===== config.mk =====
export PLATFORM = sky130hd
export DESIGN_NAME = go_back_n_sender_unit
export DESIGN_NICKNAME = d
export VERILOG_FILES = /design/src/hw/rtl/gbn_pkg.sv /design/src/hw/rtl/gbn_datapath.sv /design/src/hw/rtl/gbn_controller.sv /design/src/hw/rtl/go_back_n_sender_unit.sv
export SDC_FILE = /design/constraint.sdc
export NUM_CORES = 1
export LEC_CHECK = 0
export BUFFER_PORTS_ARGS = -buffer_cell sky130_fd_sc_hd__buf_2
export CAP_MARGIN = 10
export CORE_MARGIN = 1.5
export CORE_UTILIZATION = 45
export CTS_CLUSTER_SIZE = 12
export DETAILED_ROUTE_END_ITERATION = 6
export PLACE_DENSITY = 0.72
export SYNTH_ARGS = -nofsm -noshare
export SYNTH_HDL_FRONTEND = slang
export SYNTH_SLANG_ARGS = --single-unit

===== constraint.sdc =====
create_clock -name clk_i -period 7.6 [get_ports clk_i]
set_input_delay 1.9 -clock clk_i [delete_from_list [all_inputs] [get_ports clk_i]]
set_output_delay 1.9 -clock clk_i [all_outputs]
set_load 0.005 [all_outputs]

===== src/hw/rtl/gbn_pkg.sv =====
// Package for the go-back-N sender: payload types, codes and control structs.
`timescale 1ns / 1ps
package gbn_pkg;

  localparam int unsigned SeqWidth  = 16;
  localparam int unsigned MaxWindow = 32;
  localparam int unsigned ResultCap = 32;

  localparam int unsigned CmpWidth = (SeqWidth < 16) ? SeqWidth : 16;
  localparam logic [15:0] SeqMask  =
    (CmpWidth >= 16) ? 16'hFFFF : 16'((32'd1 << CmpWidth) - 32'd1);
  localparam int unsigned WinLimit = (MaxWindow < ResultCap) ? MaxWindow : ResultCap;

  localparam logic [15:0] TotalPacketsReset = 16'd1000;
  localparam logic [5:0]  WindowSizeReset   = 6'd8;
  localparam logic [15:0] TimeoutTicksReset = 16'd1500;

  localparam logic [1:0] EvStart = 2'd0;
  localparam logic [1:0] EvAck   = 2'd1;
  localparam logic [1:0] EvTick  = 2'd2;

  localparam logic [1:0] CfgTotalPackets = 2'd0;
  localparam logic [1:0] CfgWindowSize   = 2'd1;
  localparam logic [1:0] CfgTimeoutTicks = 2'd2;

  typedef struct packed {
    logic [1:0]  event_kind;
    logic [15:0] ack_number;
  } in_t;

  typedef struct packed {
    logic        send_valid;
    logic [15:0] send_sequence;
    logic [31:0] retransmitted_total;
    logic        transfer_done;
    logic        last_of_run;
  } out_t;

  typedef struct packed {
    logic apply;
    logic emit_send;
    logic emit_idle;
  } cmd_t;

  typedef struct packed {
    logic out_free;
    logic fill_now;
    logic fill_after;
  } status_t;

endpackage


===== src/hw/rtl/gbn_datapath.sv =====
// Datapath of the go-back-N sender: window state, timer, totals, config and output register.
`timescale 1ns / 1ps
module gbn_datapath (
  input  logic             clk_i,
  input  logic             rst_ni,
  input  gbn_pkg::in_t     in_i,
  input  logic             cfg_valid_i,
  input  logic [1:0]       cfg_index_i,
  input  logic [15:0]      cfg_data_i,
  input  logic             out_ready_i,
  output logic             out_valid_o,
  output gbn_pkg::out_t    out_o,
  input  gbn_pkg::cmd_t    cmd_i,
  output gbn_pkg::status_t status_o
);

  logic [15:0] total_q, timeout_q;
  logic [5:0]  wsize_q;
  logic [15:0] base_q, base_d, next_q, next_d, count_q, count_d;
  logic [31:0] resend_q, resend_d;
  logic        active_q, active_d, done_q, done_d, fill_en_q, fill_en_d;
  logic [5:0]  n_q;
  logic        out_valid_q;
  gbn_pkg::out_t out_q;

  logic [5:0]  win;
  logic [15:0] diff, diff1, limit, cnt1;
  logic [16:0] base1;
  logic [32:0] sum;

  // effective window: zero acts as one, capped
  always_comb begin
    win = (wsize_q == 6'd0) ? 6'd1 : wsize_q;
    if (32'(win) > gbn_pkg::WinLimit) win = 6'(gbn_pkg::WinLimit);
  end

  assign diff  = next_q - base_q;
  assign diff1 = diff + 16'd1;
  assign base1 = {1'b0, base_q} + 17'd1;
  assign limit = (timeout_q == 16'd0) ? 16'd1 : timeout_q;
  assign cnt1  = count_q + 16'd1;
  assign sum   = {1'b0, resend_q} + 33'(diff[5:0]);

  assign status_o.out_free = !out_valid_q || out_ready_i;
  assign status_o.fill_now = fill_en_q && active_q && (next_q < total_q) &&
                             (diff < 16'(win)) && (32'(n_q) < gbn_pkg::ResultCap);
  assign status_o.fill_after = fill_en_q && active_q &&
                               (({1'b0, next_q} + 17'd1) < {1'b0, total_q}) &&
                               (diff1 < 16'(win)) &&
                               ((32'(n_q) + 32'd1) < gbn_pkg::ResultCap);

  always_comb begin
    base_d    = base_q;
    next_d    = next_q;
    count_d   = count_q;
    resend_d  = resend_q;
    active_d  = active_q;
    done_d    = done_q;
    fill_en_d = 1'b0;
    case (in_i.event_kind)
      gbn_pkg::EvStart: begin
        base_d    = '0;
        next_d    = '0;
        count_d   = '0;
        resend_d  = '0;
        active_d  = (total_q != 16'd0);
        done_d    = (total_q == 16'd0);
        fill_en_d = 1'b1;
      end
      gbn_pkg::EvAck: begin
        if (active_q && (base_q < next_q) &&
            (in_i.ack_number == (base_q & gbn_pkg::SeqMask))) begin
          base_d    = base1[15:0];
          count_d   = '0;
          fill_en_d = 1'b1;
          if (base1 >= {1'b0, total_q}) begin
            active_d = 1'b0;
            done_d   = 1'b1;
          end
        end
      end
      gbn_pkg::EvTick: begin
        if (active_q) begin
          if (cnt1 >= limit) begin
            count_d   = '0;
            resend_d  = sum[32] ? 32'hFFFF_FFFF : sum[31:0];
            next_d    = base_q;
            fill_en_d = 1'b1;
          end else begin
            count_d = cnt1;
          end
        end
      end
      default: ;
    endcase
  end

  always_ff @(posedge clk_i or negedge rst_ni) begin
    if (!rst_ni) begin
      total_q     <= gbn_pkg::TotalPacketsReset;
      wsize_q     <= gbn_pkg::WindowSizeReset;
      timeout_q   <= gbn_pkg::TimeoutTicksReset;
      base_q      <= '0;
      next_q      <= '0;
      count_q     <= '0;
      resend_q    <= '0;
      active_q    <= 1'b0;
      done_q      <= 1'b0;
      fill_en_q   <= 1'b0;
      n_q         <= '0;
      out_valid_q <= 1'b0;
    end else begin
      if (cfg_valid_i) begin
        case (cfg_index_i)
          gbn_pkg::CfgTotalPackets: total_q   <= cfg_data_i;
          gbn_pkg::CfgWindowSize:   wsize_q   <= cfg_data_i[5:0];
          gbn_pkg::CfgTimeoutTicks: timeout_q <= cfg_data_i;
          default: ;
        endcase
      end
      if (cmd_i.apply) begin
        base_q    <= base_d;
        next_q    <= next_d;
        count_q   <= count_d;
        resend_q  <= resend_d;
        active_q  <= active_d;
        done_q    <= done_d;
        fill_en_q <= fill_en_d;
        n_q       <= '0;
      end else if (cmd_i.emit_send) begin
        next_q <= next_q + 16'd1;
        n_q    <= n_q + 6'd1;
      end
      if (cmd_i.emit_send || cmd_i.emit_idle) begin
        out_valid_q <= 1'b1;
      end else if (out_ready_i) begin
        out_valid_q <= 1'b0;
      end
    end
  end

  always_ff @(posedge clk_i) begin
    if (cmd_i.emit_send) begin
      out_q.send_valid          <= 1'b1;
      out_q.send_sequence       <= next_q & gbn_pkg::SeqMask;
      out_q.retransmitted_total <= resend_q;
      out_q.transfer_done       <= done_q;
      out_q.last_of_run         <= !status_o.fill_after;
    end else if (cmd_i.emit_idle) begin
      out_q.send_valid          <= 1'b0;
      out_q.send_sequence       <= '0;
      out_q.retransmitted_total <= resend_q;
      out_q.transfer_done       <= done_q;
      out_q.last_of_run         <= 1'b1;
    end
  end

  assign out_valid_o = out_valid_q;
  assign out_o       = out_q;

endmodule


===== src/hw/rtl/gbn_controller.sv =====
// Controller of the go-back-N sender: takes an event beat, then sequences result beats.
`timescale 1ns / 1ps
module gbn_controller (
  input  logic             clk_i,
  input  logic             rst_ni,
  input  logic             in_valid_i,
  output logic             in_ready_o,
  input  gbn_pkg::status_t status_i,
  output gbn_pkg::cmd_t    cmd_o
);

  typedef enum logic [1:0] {
    StIdle = 2'b01,
    StEmit = 2'b10
  } state_e;

  state_e state_q, state_d;

  always_comb begin
    state_d = state_q;
    cmd_o   = '0;
    case (state_q)
      StIdle: begin
        if (in_valid_i) begin
          cmd_o.apply = 1'b1;
          state_d     = StEmit;
        end
      end
      StEmit: begin
        if (status_i.out_free) begin
          if (status_i.fill_now) begin
            cmd_o.emit_send = 1'b1;
            if (!status_i.fill_after) state_d = StIdle;
          end else begin
            cmd_o.emit_idle = 1'b1;
            state_d         = StIdle;
          end
        end
      end
      default: state_d = StIdle;
    endcase
  end

  assign in_ready_o = (state_q == StIdle);

  always_ff @(posedge clk_i or negedge rst_ni) begin
    if (!rst_ni) begin
      state_q <= StIdle;
    end else begin
      state_q <= state_d;
    end
  end

endmodule


===== src/hw/rtl/go_back_n_sender_unit.sv =====
// Go-back-N sender: an event beat in, one or more result beats out.
// An event is taken while idle, then result beats follow one a cycle while the output
// is free; a timeout or start emits up to a window (32) of beats.
// A new event is not taken until the last result beat of the previous one is emitted.
// Reset (rst_ni low, async): idle, window state cleared, config registers at 1000/8/1500.
`timescale 1ns / 1ps
module go_back_n_sender_unit (
  input  logic          clk_i,
  input  logic          rst_ni,
  input  logic          in_valid_i,
  output logic          in_ready_o,
  input  gbn_pkg::in_t  in_i,
  output logic          out_valid_o,
  input  logic          out_ready_i,
  output gbn_pkg::out_t out_o,
  input  logic          cfg_valid_i,
  output logic          cfg_ready_o,
  input  logic [1:0]    cfg_index_i,
  input  logic [15:0]   cfg_data_i
);

  gbn_pkg::cmd_t    cmd;
  gbn_pkg::status_t status;

  assign cfg_ready_o = 1'b1;

  gbn_controller u_ctrl (
    .clk_i      (clk_i),
    .rst_ni     (rst_ni),
    .in_valid_i (in_valid_i),
    .in_ready_o (in_ready_o),
    .status_i   (status),
    .cmd_o      (cmd)
  );

  gbn_datapath u_dp (
    .clk_i       (clk_i),
    .rst_ni      (rst_ni),
    .in_i        (in_i),
    .cfg_valid_i (cfg_valid_i),
    .cfg_index_i (cfg_index_i),
    .cfg_data_i  (cfg_data_i),
    .out_ready_i (out_ready_i),
    .out_valid_o (out_valid_o),
    .out_o       (out_o),
    .cmd_i       (cmd),
    .status_o    (status)
  );

endmodule

* After elaboration in Yosys (flattened, before gate mapping)
Cells that the tools add are included.
** Word-level totals
- Register bits after elaboration :: 181
- Bits of input ports :: 41
- Output and inout port bits :: 54
- Word-level logic and storage cells :: 133
** Cells by class
- Add/subtract/negate cells :: 9
- Order comparisons :: 10
- Eq/ne operators :: 17
- Muxes and demuxes :: 45
- Reductions and logical operators :: 34
** Operators with widths (number)
- 16-bit 2-to-1 mux :: 9
- 50-bit 2-to-1 mux :: 2
- 32-bit 2-to-1 mux :: 3
- 16-bit one-hot mux with 2 select lines :: 2
- 32-bit one-hot mux with 2 select lines :: 1
- 16-bit by 1-bit adder with 16-bit output, second input constant :: 3
- 16-bit one-hot mux with 3 select lines :: 1
- 16-bit by 1-bit adder with 17-bit output, second input constant :: 2
- 32-bit by 6-bit adder with 33-bit output :: 1
- 16-bit zero test :: 2
- 16-bit < comparator :: 2
- 16-bit by 6-bit < comparator with 1-bit output :: 2
- 32-bit by 6-bit < comparator with 1-bit output, second input constant :: 1
- 6-bit 2-to-1 mux :: 4
- 17-bit by 16-bit greater-or-equal comparator with 1-bit output :: 1
- 17-bit by 16-bit < comparator with 1-bit output :: 1
- 16-bit equality test :: 1
- 16-bit greater-or-equal comparator :: 1
- 4-bit AND reduction :: 4
- 16-bit nonzero test :: 1
- 16-bit subtractor :: 1
- 1-bit 2-to-1 mux :: 13
- 2-bit 2-to-1 mux :: 6
- 2-bit nonzero test :: 5
- other kinds (22) :: 46

* Logic depth before layout (Yosys ltp)
Gate-level depths: netlist of run 1.
- Word-level depth :: 12
- Mapped depth :: 19
- Gate-level depth less buffers :: 17

* Hierarchy
Synthesis of run 1 repeated with hierarchy kept, for this count alone.
** Second synthesis, totals
- Cell total of the unflattened synthesis :: 1247
- Area, all modules :: 11845.1 um2
** By module, submodules not included
- gbn_datapath :: times used 1, cells each 1234, area each 11715.0 um2, sequential area each 4742.0 um2
- gbn_controller :: times used 1, cells each 11, area each 118.9 um2, sequential area each 51.3 um2
- go_back_n_sender_unit :: times used 1, cells each 2, area each 11.3 um2, sequential area each 0.0 um2

* Worst setup path before layout of run 1
Ideal clock, no wire load.
- Path kind :: reg-to-reg
- From :: reg u_dp.next_q[0]
- To :: reg u_dp.resend_q[12]
- Library setup time :: 66 ps
- Data arrival time :: 3964 ps
- Required time :: 7534 ps
- Slack :: 3570 ps
- Stages on the path, launching flop included :: 17
- Path buffers :: 2
- Period minus slack after synthesis :: 4030 ps
- Cell sequence :: dfrtp_1 -> clkbuf_1 -> inv_1 -> ha_1 -> fa_1 -> nor2b_1 -> o22a_1 -> xor2_1 -> ha_1 -> inv_1 -> o21bai_1 -> a21o_1 -> nand4_1 -> nor4_1 -> clkbuf_1 -> o21ai_0 -> nand2_1
** Between the ends
- Longest elaborated chain between the ends :: 6
** Ends and longest elaborated chain
- from (decl) :: RTL line gbn_datapath.sv:19 : logic [15:0] base_q, base_d, next_q, next_d, count_q, count_d;
- from (signal assigned) :: RTL line gbn_datapath.sv:123 : next_q <= next_d;
- from (signal assigned) :: RTL line gbn_datapath.sv:131 : next_q <= next_q + 16'd1;
- 16-bit subtractor :: RTL line gbn_datapath.sv:37 : assign diff = next_q - base_q;
- 32-bit by 6-bit adder with 33-bit output :: RTL line gbn_datapath.sv:42 : assign sum = {1'b0, resend_q} + 33'(diff[5:0]);
- 32-bit 2-to-1 mux :: RTL line gbn_datapath.sv:86 : resend_d = sum[32] ? 32'hFFFF_FFFF : sum[31:0];
- 32-bit 2-to-1 mux :: RTL line gbn_datapath.sv:84 : if (cnt1 >= limit) begin
- 32-bit 2-to-1 mux :: RTL line gbn_datapath.sv:83 : if (active_q) begin
- 32-bit one-hot mux with 2 select lines :: RTL line gbn_datapath.sv:60 : case (in_i.event_kind)
- to (signal assigned) :: RTL line gbn_datapath.sv:125 : resend_q <= resend_d;
- to (decl) :: RTL line gbn_datapath.sv:20 : logic [31:0] resend_q, resend_d;
Every way passes these cells. The select of a mux whose other input is x is not followed.
A chain may end at the register's enable or synchronous reset.

* Final worst setup path of run 1
- From :: reg u_dp.next_q[0]
- To :: reg u_dp.next_q[4]
** Between the ends
- Longest elaborated chain between the ends :: 9
- Elaborated cells on any way between the ends :: 14
- Classes of those cells :: 2 x add/sub; 2 x order compare; 5 x mux; 5 x reduce/logical
** Ends and longest elaborated chain
- 16-bit subtractor / 16-bit < comparator (equally long branches) :: RTL line gbn_datapath.sv:37, gbn_datapath.sv:45
- 16-bit by 6-bit < comparator with 1-bit output / 1-bit logical AND (equally long branches) :: RTL line gbn_datapath.sv:46, gbn_datapath.sv:45
- 1-bit logical AND :: RTL line gbn_datapath.sv:45 : assign status_o.fill_now = fill_en_q && active_q && (next_q < total_q) &&
- 1-bit logical AND :: RTL line gbn_datapath.sv:46 : (diff < 16'(win)) && (32'(n_q) < gbn_pkg::ResultCap);
- 1-bit 2-to-1 mux :: RTL line gbn_controller.sv:31 : if (status_i.fill_now) begin
- 2-bit 2-to-1 mux :: RTL line gbn_controller.sv:30 : if (status_i.out_free) begin
- 2-bit 2-to-1 mux :: RTL line gbn_controller.sv:22 : case (state_q)
- 2-bit nonzero test (no source line)
- 4-bit AND reduction (no source line)
Parallel ways exist; a longest one is shown, timed or not. The select of a mux whose other input is x is not followed.

==> impl_metrics.toml, run 1 <==
[clock_tree]
cts.sinks = 181
cts_tree = "built"
worstSkewPairLatency_ns = 0.45
ctsHoldBuffers = 0
ctsResizeCount = 0
htreeDepth = 4
numCtsBuffers = 17
clk_pin_slew_ns = 0.08
cts.path.max_buffers = 2
clockRootBuffer = "clkbuf_16"
postCtsSetupBuffers = 0

[drt]
route.vias.total = 9775
drc = 0
wl_met3_microns = 1694
drt_iter0_drc = 672
wire_per_inst_microns = 18.70
wl_met2_microns = 14560
ant_nets = 0
wl_met1_microns = 13560
wirelength_microns = 30710
top_layer = "met4"
avgViaCountPerCell = 5.953
first_pass_iters = 5

[timing]
slew_viol_final = 0
rsz0062_at_grt = "no"
fin_worst_skew_ns = 0.01442
fin_tns_setup_ns = 0
relSlewSlack_pct = 24.33
tightest_slew_ns = 1.135
max_freq_mhz = 200.8
hold_viol_final = 0
layout_setup_ws_ns = 2.620
period_share_pct = 65.53
timing.hold.ws_ns = 0.4680
fin_crit_ns = 4.980
finalSetupViolCount = 0

[place]
port_buffers = 93
placed_cell_area_sq_mm = 0.01250
dp_slack_ns = 2.742
dpl.cell_count = 1610
gp_congestion = 0.9516
dpl.hpwl_microns = 22920

[die]
dieHeight_microns = 164.5
dieArea_sq_mm = 0.02705
ios = 95
row_count = 58
start_util_pct = 46.19
die_w_microns = 164.5
core_sq_mm = 0.02540

[final_layout]
drive_above_1_share_pct = 15.78
stdcell_count = 1642
layout_commonest_cell = "nand2_1"
mostFrequentLayoutCells = "nand2_1, dfrtp_1, o21ai_0"
post-route-util_pct = 51.75
fin_area_sq_mm = 0.01315
fin_nets = 1441
diodes = 0
syn_to_final_growth_pct = 12.04

[critical_path]
required_ns = 7.93
crit_path_start_kind = "flop"
worst_path_largest_cell_delay_ns = 0.77
crit_type = "flop to flop"
worstPathMaxFanout = 31
crit_chain = "inv_1 -> ha_1 -> fa_1 -> nor2b_1 -> o22a_1 -> xor2_1 -> ha_1 -> nand2_1 -> or2_2 -> o211ai_1 -> nor4_1 -> nand3_1 -> nor4_4 -> buf_4 -> nor2_2 -> mux2_2"
cpMostUsedCell = "ha_1"
ff2ff_setup_slack_ns = 2.62
crit_path_end_kind = "flop"
arrival_ns = 5.31
crit_slowest_cell = "nor2_2"

[logic_synthesis]
synth_area_sq_mm = 0.01173
synth_ff_type = "dfrtp_1"
synth_xor_area_share_pct = 5.076
synthArstFlopShare_pct = 71.82
synth.distinct_cells = 70
synth_nets = 1368
yosys.area_share.simple_pct = 17.83
syn_inst = 1226
synth_top_family_by_area = "simple AND/OR/NAND/NOR gates"
avgSynthCellArea_sq_um = 9.570
ys_ff_latch = 181
synth_warnings = 0
synth_edf_count = 50
ys_seq_area_share_pct = 40.86
yosys.area_share.adder_pct = 10.90
synth-compound-area-share_pct = 16.96
synth_mux_area_share_pct = 4.479

[hold_path]
min_path_type = "flop to flop"

[grt]
track_usage_pct = 23.62
grt_max_degree = 71
grt_pass1_wl_microns = 49640
antenna_found_initial = 0
grt_pass1_vias = 9543
grt.overflow.total = 0

[flow_run]
drv_cap = 0

[power]
max-vdd-ir-drop_mv = 0.1542
p_per_area_mw_per_mm2 = 285.3
power.total_mw = 3.751
p_leak_nw = 5.998

[run_status]
status = "finished, final reports clean"
## critical path, delay by kind of cell, from the launching register on
family | cells | cell delay [ns]
simple gates | 7 | 1.63
mux | 1 | 0.41
compound gates | 2 | 0.52
flops | 1 | 0.50
buf+inv | 2 | 0.38
fa+ha+maj | 3 | 0.88
xor+xnor | 1 | 0.52
## power by group
part	internal, mW	switching, mW
sequential	1.10	0.125
clock	0.488	0.473
combinational	0.637	0.930
total	2.22	1.53
## metal layers
layer	GRT usage, %	vias up
met2	38.80	350
met3	3.265	64
met1	31.13	4729
met4	10.40	0
met5	0	-
li1	-	4632
## logic make-up after synthesis
group,after synthesis
simple gates,405
compound gates,308
flops,181
buf+inv,116
fa+ha+maj,101
xor+xnor,68
mux,46
other cells,1
## synth_stat cells (15+ instances only)
library cell | n | area (sq um)
xnor2_1 | 49 | 429.2
nor2_1 | 40 | 150.1
dfstp_2 | 15 | 394.1
o21ai_0 | 107 | 535.5
a21o_1 | 33 | 247.7
nor2b_1 | 20 | 125.1
xor2_1 | 19 | 166.4
a21oi_1 | 51 | 255.2
and3_1 | 26 | 162.7
and2_1 | 25 | 156.4
edfxtp_1 | 50 | 1501
a22o_1 | 28 | 245.2
ha_1 | 99 | 1239
mux2_2 | 32 | 360.4
dfrtp_1 | 115 | 2878
nand4_1 | 20 | 125.1
inv_1 | 68 | 255.2
nor3_1 | 33 | 165.2
nand3_1 | 61 | 305.3
clkbuf_1 | 38 | 142.6
nand2_1 | 117 | 439.2
## cell type report
cell class                 count  area (sq um)
clock inverter                15         220.2
clock buffer                  17         425.4
fill                        2276         12250
timing repair buffer         101         528.0
sequential                   181          4793
multi-input combinational    929          6506
inverter                      69         259.0
tap                          330         412.9
## state kept, by name, indices dropped and copies added (netlist names)
register and count:
u_dp.total_q 16, u_dp.out_valid_o 1, u_dp.base_q 16, u_dp.timeout_q 16, u_dp.n_q 6, u_dp.wsize_q 6, u_dp.next_q 16, u_dp.fill_en_q 1
u_ctrl.state_q 2, u_dp.active_q 1, u_dp.done_q 1, u_dp.out_o 51, u_dp.resend_q 32, u_dp.count_q 16
## final timing paths
check,from,cells after the start,to
max,u_dp.next_q[0],16,u_dp.next_q[4]
min,u_dp.out_o[50],1,u_dp.out_o[50]
max reg2reg,u_dp.next_q[0],16,u_dp.next_q[4]
min reg2reg,u_dp.out_o[50],1,u_dp.out_o[50]
max in group asynchronous,rst_ni,2,u_dp.next_q[9]
min in group asynchronous,rst_ni,1,u_dp.out_valid_o
Power figures use the tool's default switching activity.
==> run 2: changes to the inputs <==
Clock period 7.6 ns to 5.1 ns, I/O delays scaled along.
==> impl_metrics.toml, run 2 (synthesis gave the netlist of run 1 again) <==
[clock_tree]
cts.path.max_buffers = 2
ctsResizeCount = 0
clk_pin_slew_ns = 0.07
worstSkewPairLatency_ns = 0.44
htreeDepth = 4
cts_tree = "built"
clockRootBuffer = "clkbuf_16"
postCtsSetupBuffers = 0
numCtsBuffers = 17
cts.sinks = 181
ctsHoldBuffers = 0

[timing]
period_share_pct = 91.18
relSlewSlack_pct = 36.58
max_freq_mhz = 215.0
slew_viol_final = 0
fin_tns_setup_ns = 0
rsz0062_at_grt = "no"
hold_viol_final = 0
fin_crit_ns = 4.650
tightest_slew_ns = 0.9394
finalSetupViolCount = 0
fin_worst_skew_ns = 0.01021

[critical_path]
crit_path_start_kind = "flop"
ff2ff_setup_slack_ns = 0.45
crit_slowest_cell = "dfrtp_1"
timing.rr.end = "u_dp.next_q[10]"
crit_path_end_kind = "flop"
reg2regPathDepth = 17
required_ns = 5.41
r2r-start = "u_dp.base_q[1]"
crit_family = "simple AND/OR/NAND/NOR gates"
arrival_ns = 4.96
worstPathMaxFanout = 30
crit_chain = "inv_1 -> ha_1 -> nor2b_1 -> o2111ai_1 -> a21boi_0 -> nor2_1 -> buf_4 -> ha_1 -> a221o_1 -> nor4_1 -> o211ai_1 -> nor4_1 -> nand3_1 -> nor4_4 -> buf_4 -> o22ai_1 -> o2bb2ai_1"
worst_path_largest_cell_delay_ns = 0.53
crit_type = "flop to flop"
worst-path-buf-inv = 3

[grt]
grt_max_degree = 70
grt.overflow.total = 0
grt_pass1_wl_microns = 50340
antenna_found_initial = 0
grt_pass1_vias = 9681
track_usage_pct = 24.03

[drt]
wire_per_inst_microns = 18.85
avgViaCountPerCell = 5.925
wirelength_microns = 31090
drt_iter0_drc = 734
route.vias.total = 9770
first_pass_iters = 7
drc = 0
ant_nets = 0

[die]
dieHeight_microns = 164.5
core_sq_mm = 0.02540
row_count = 58
dieArea_sq_mm = 0.02705
start_util_pct = 46.19
ios = 95
die_w_microns = 164.5

[power]
p_leak_nw = 5.986
max-vdd-ir-drop_mv = 0.2172
p_per_area_mw_per_mm2 = 417.2
power.total_mw = 5.477

[hold_path]
whs_endpoint = "u_dp.out_o[50]"
hold_path_depth = 1
min_path_type = "flop to flop"
hold_start = "u_dp.out_o[50]"

[final_layout]
syn_to_final_growth_pct = 11.90
drive_above_1_share_pct = 16.00
diodes = 0
fin_nets = 1448
largest_register_ffs = 51
post-route-util_pct = 51.69
layout_commonest_cell = "nand2_1"
mostFrequentLayoutCells = "nand2_1, dfrtp_1, o21ai_0"

[run_status]
status = "finished, final reports clean"

[place]
gp_congestion = 0.9693
port_buffers = 93
dpl.hpwl_microns = 23300

[flow_run]
drv_cap = 0
run 2: changes by cell type in the layout (fill, tap and decap cells not counted), sizes merged:
cell      previous run  this run
clkinvlp             0         4
clkbuf              17        18
buf                101       108
inv                 78        73
run 2: metal layers:
metal | share of wire (%) | track usage (%)
met4 | 2.8 | 9.255
met5 | 0 | 0
met2 | 47 | 39.01
met1 | 44 | 31.99
met3 | 6.2 | 4.269
run 2: per-stage QoR:
stage | cells | worst slack [ns] | hold WS (ns) | instance area, sq um
2_1_floorplan | 1226 | 1.070 | 0.4249 | 11730
3_5_place_dp | 1617 | 0.3585 | 0.4395 | 12560
3_3_place_gp | 1617 | 0.5088 | 0.4346 | 12560
4_1_cts | 1649 | 0.3314 | 0.4560 | 13120
5_1_grt | 1649 | 0.05092 | 0.4754 | 13130
6_report | 1649 | 0.4497 | 0.4534 | 13130
run 2: area by class of cell:
| class | instances | area [sq um] |
|---|---|---|
| timing repair buffer | 108 | 593.1 |
| sequential | 181 | 4793 |
| inverter | 69 | 259.0 |
| clock buffer | 18 | 429.2 |
| multi-input combinational | 929 | 6514 |
| clock inverter | 14 | 127.6 |
| tap | 330 | 412.9 |
| fill | 2352 | 12270 |
run 2: power breakdown:
| group | internal (mW) | switching, mW | total [mW] |
|---|---|---|---|
| clock network | 0.677 | 0.605 | 1.28 |
| logic | 0.969 | 1.40 | 2.37 |
| registers | 1.64 | 0.189 | 1.83 |
run 2: how the worst max path moves through the flow:
stage | startpoint | end | depth (start not counted)
after detailed placement | u_dp.next_q[0] | u_dp.next_q[7] | 15
after floorplan | u_dp.next_q[0] | u_dp.resend_q[12] | 16
after global routing | u_dp.base_q[1] | u_dp.next_q[11] | 17
after global placement | u_dp.base_q[1] | u_dp.next_q[10] | 17
final | u_dp.base_q[1] | u_dp.next_q[10] | 17
after CTS | u_dp.next_q[0] | u_dp.next_q[7] | 15
==> run 3: changes to the inputs <==
==> constraint.sdc (replaced) <==
create_clock -name clk_i -period 5.1 [get_ports clk_i]
set_input_delay 0.255 -clock clk_i [delete_from_list [all_inputs] [get_ports clk_i]]
set_output_delay 0.255 -clock clk_i [all_outputs]
set_load 0.005 [all_outputs]
==> impl_metrics.toml, run 3 (synthesis gave the netlist of run 1 again) <==
[die]
dieHeight_microns = 164.5
core_sq_mm = 0.02540
dieArea_sq_mm = 0.02705
row_count = 58
ios = 95
die_w_microns = 164.5
start_util_pct = 46.19

[critical_path]
worst-path-buf-inv = 1
crit_chain = "inv_1 -> ha_1 -> fa_1 -> nor2b_1 -> o22a_1 -> xor2_1 -> ha_1 -> nand2_1 -> or2_2 -> o211ai_1 -> nor4_1 -> nand3_1 -> nor4_4 -> nor2_2 -> mux2_2"
path_depth = 15
crit_slowest_cell = "nor2_2"
crit_family = "simple AND/OR/NAND/NOR gates"
arrival_ns = 5.12
worst_path_largest_cell_delay_ns = 0.81
crit_type = "flop to flop"
crit_path_start_kind = "flop"
worstPathMaxFanout = 16
required_ns = 5.43
cpMostUsedCell = "ha_1"
reg2regPathDepth = 15
crit_path_end_kind = "flop"

[grt]
grt_pass1_wl_microns = 49270
grt_max_degree = 56
grt_pass1_vias = 9424
antenna_found_initial = 0
grt.overflow.total = 0
track_usage_pct = 23.54

[timing]
hold_viol_final = 0
rsz0062_at_grt = "no"
slew_viol_final = 0
timing.hold.ws_ns = 0.03906
fin_worst_skew_ns = 0.009879
relSlewSlack_pct = 31.15
period_share_pct = 93.85
max_freq_mhz = 208.9
tightest_slew_ns = 1.032
finalSetupViolCount = 0
fin_crit_ns = 4.786
fin_tns_setup_ns = 0

[place]
dpl.hpwl_microns = 23250
dpl.cell_count = 1616
gp_congestion = 0.9441
port_buffers = 93

[power]
switching_power_mw = 2.217
max-vdd-ir-drop_mv = 0.2392
p_leak_nw = 5.998
switching_share_pct = 40.65
combPwrFrac_pct = 43.0
seq_power_share_pct = 33.4
p_per_area_mw_per_mm2 = 415.1
power.total_mw = 5.455
clkPwrFrac_pct = 23.6
p_int_mw = 3.237

[run_status]
status = "finished, final reports clean"

[flow_run]
drv_cap = 0

[clock_tree]
numCtsBuffers = 17
clk_pin_slew_ns = 0.08
clockRootBuffer = "clkbuf_16"
htreeDepth = 4
cts.path.max_buffers = 2
cts_tree = "built"
worstSkewPairLatency_ns = 0.44
cts.sinks = 181

[drt]
wirelength_microns = 31070
route.vias.total = 9799
avgViaCountPerCell = 5.939
drt_iter0_drc = 721
drc = 0
wire_per_inst_microns = 18.83
first_pass_iters = 7
ant_nets = 0

[final_layout]
diodes = 0
drive_above_1_share_pct = 16.21
post-route-util_pct = 51.73
mostFrequentLayoutCells = "nand2_1, dfrtp_1, o21ai_0"
fin_nets = 1449
stdcell_count = 1650
largest_register_ffs = 51
layout_commonest_cell = "nand2_1"
syn_to_final_growth_pct = 12.00

[hold_path]
hold_path_depth = 3
min_path_type = "primary input to flop"
## run 3: cell count changes in the layout (fill, tap and decap cells not counted), moves of 2 or more
cell        before  now
nor2_2           0    2
inv_6            3    5
inv_8            1    4
clkinvlp_4       4    2
## run 3: through the flow
stage,cell area (sq um),worst slack (ns)
CTS,13110,0.3610
global placement,12540,0.4760
finish,13140,0.3135
floorplan,11730,1.070
global route,13140,0.0001408
detailed placement,12540,0.4216
## run 3: layout make-up
cell class	instances	area, sq um
inverters	69	259.0
well taps	330	412.9
clock inverters	15	137.6
repair buffers	109	603.1
fillers	2369	12260
multi-input cells	929	6509
flip-flops and latches	181	4793
clock buffers	17	425.4
## run 3: final timing paths
kind	startpoint	endpoint	slack (ns)
setup / recovery	u_dp.next_q[0]	u_dp.next_q[5]	0.31
hold / removal	cfg_data_i[11]	u_dp.total_q[11]	0.04
max in group asynchronous	rst_ni	u_dp.total_q[2]	3.79
setup reg to reg	u_dp.next_q[0]	u_dp.next_q[5]	0.31
hold reg to reg	u_dp.out_o[50]	u_dp.out_o[50]	0.45
min in group asynchronous	rst_ni	u_dp.out_valid_o	0.26
## run 3: what timing repair did
item,CTS,global route
endpoints found under the setup margin,0,2
hold endpoints to repair,23,0
hold buffers,1,0
gates resized for setup,0,2
buffers inserted,0,0
## run 3: layer usage
layer | track usage [%] | up-vias | wire length, microns
met4 | 10.03 | 0 | 986
met1 | 30.32 | 4734 | 13750
li1 | - | 4650 | -
met3 | 4.244 | 72 | 1775
met2 | 38.93 | 343 | 14560
met5 | 0 | - | 0
## run 3: worst min-delay path: cells and delay by family
family | cells | cell delay [ns]
AND/OR/NAND/NOR | 1 | 0.04
buffers and inverters | 1 | 0.09
AO/OA/AOI/OAI | 1 | 0.06
## run 3: power by group through the flow
stage	Sequential (mW)	Clock [mW]	Combinational [mW]
3_3_place_gp	1.84	0	2.23
3_5_place_dp	1.85	0	2.29
5_1_grt	1.84	1.37	2.60
4_1_cts	1.82	1.31	2.30
6_report	1.82	1.29	2.34
2_1_floorplan	1.77	0	1.73
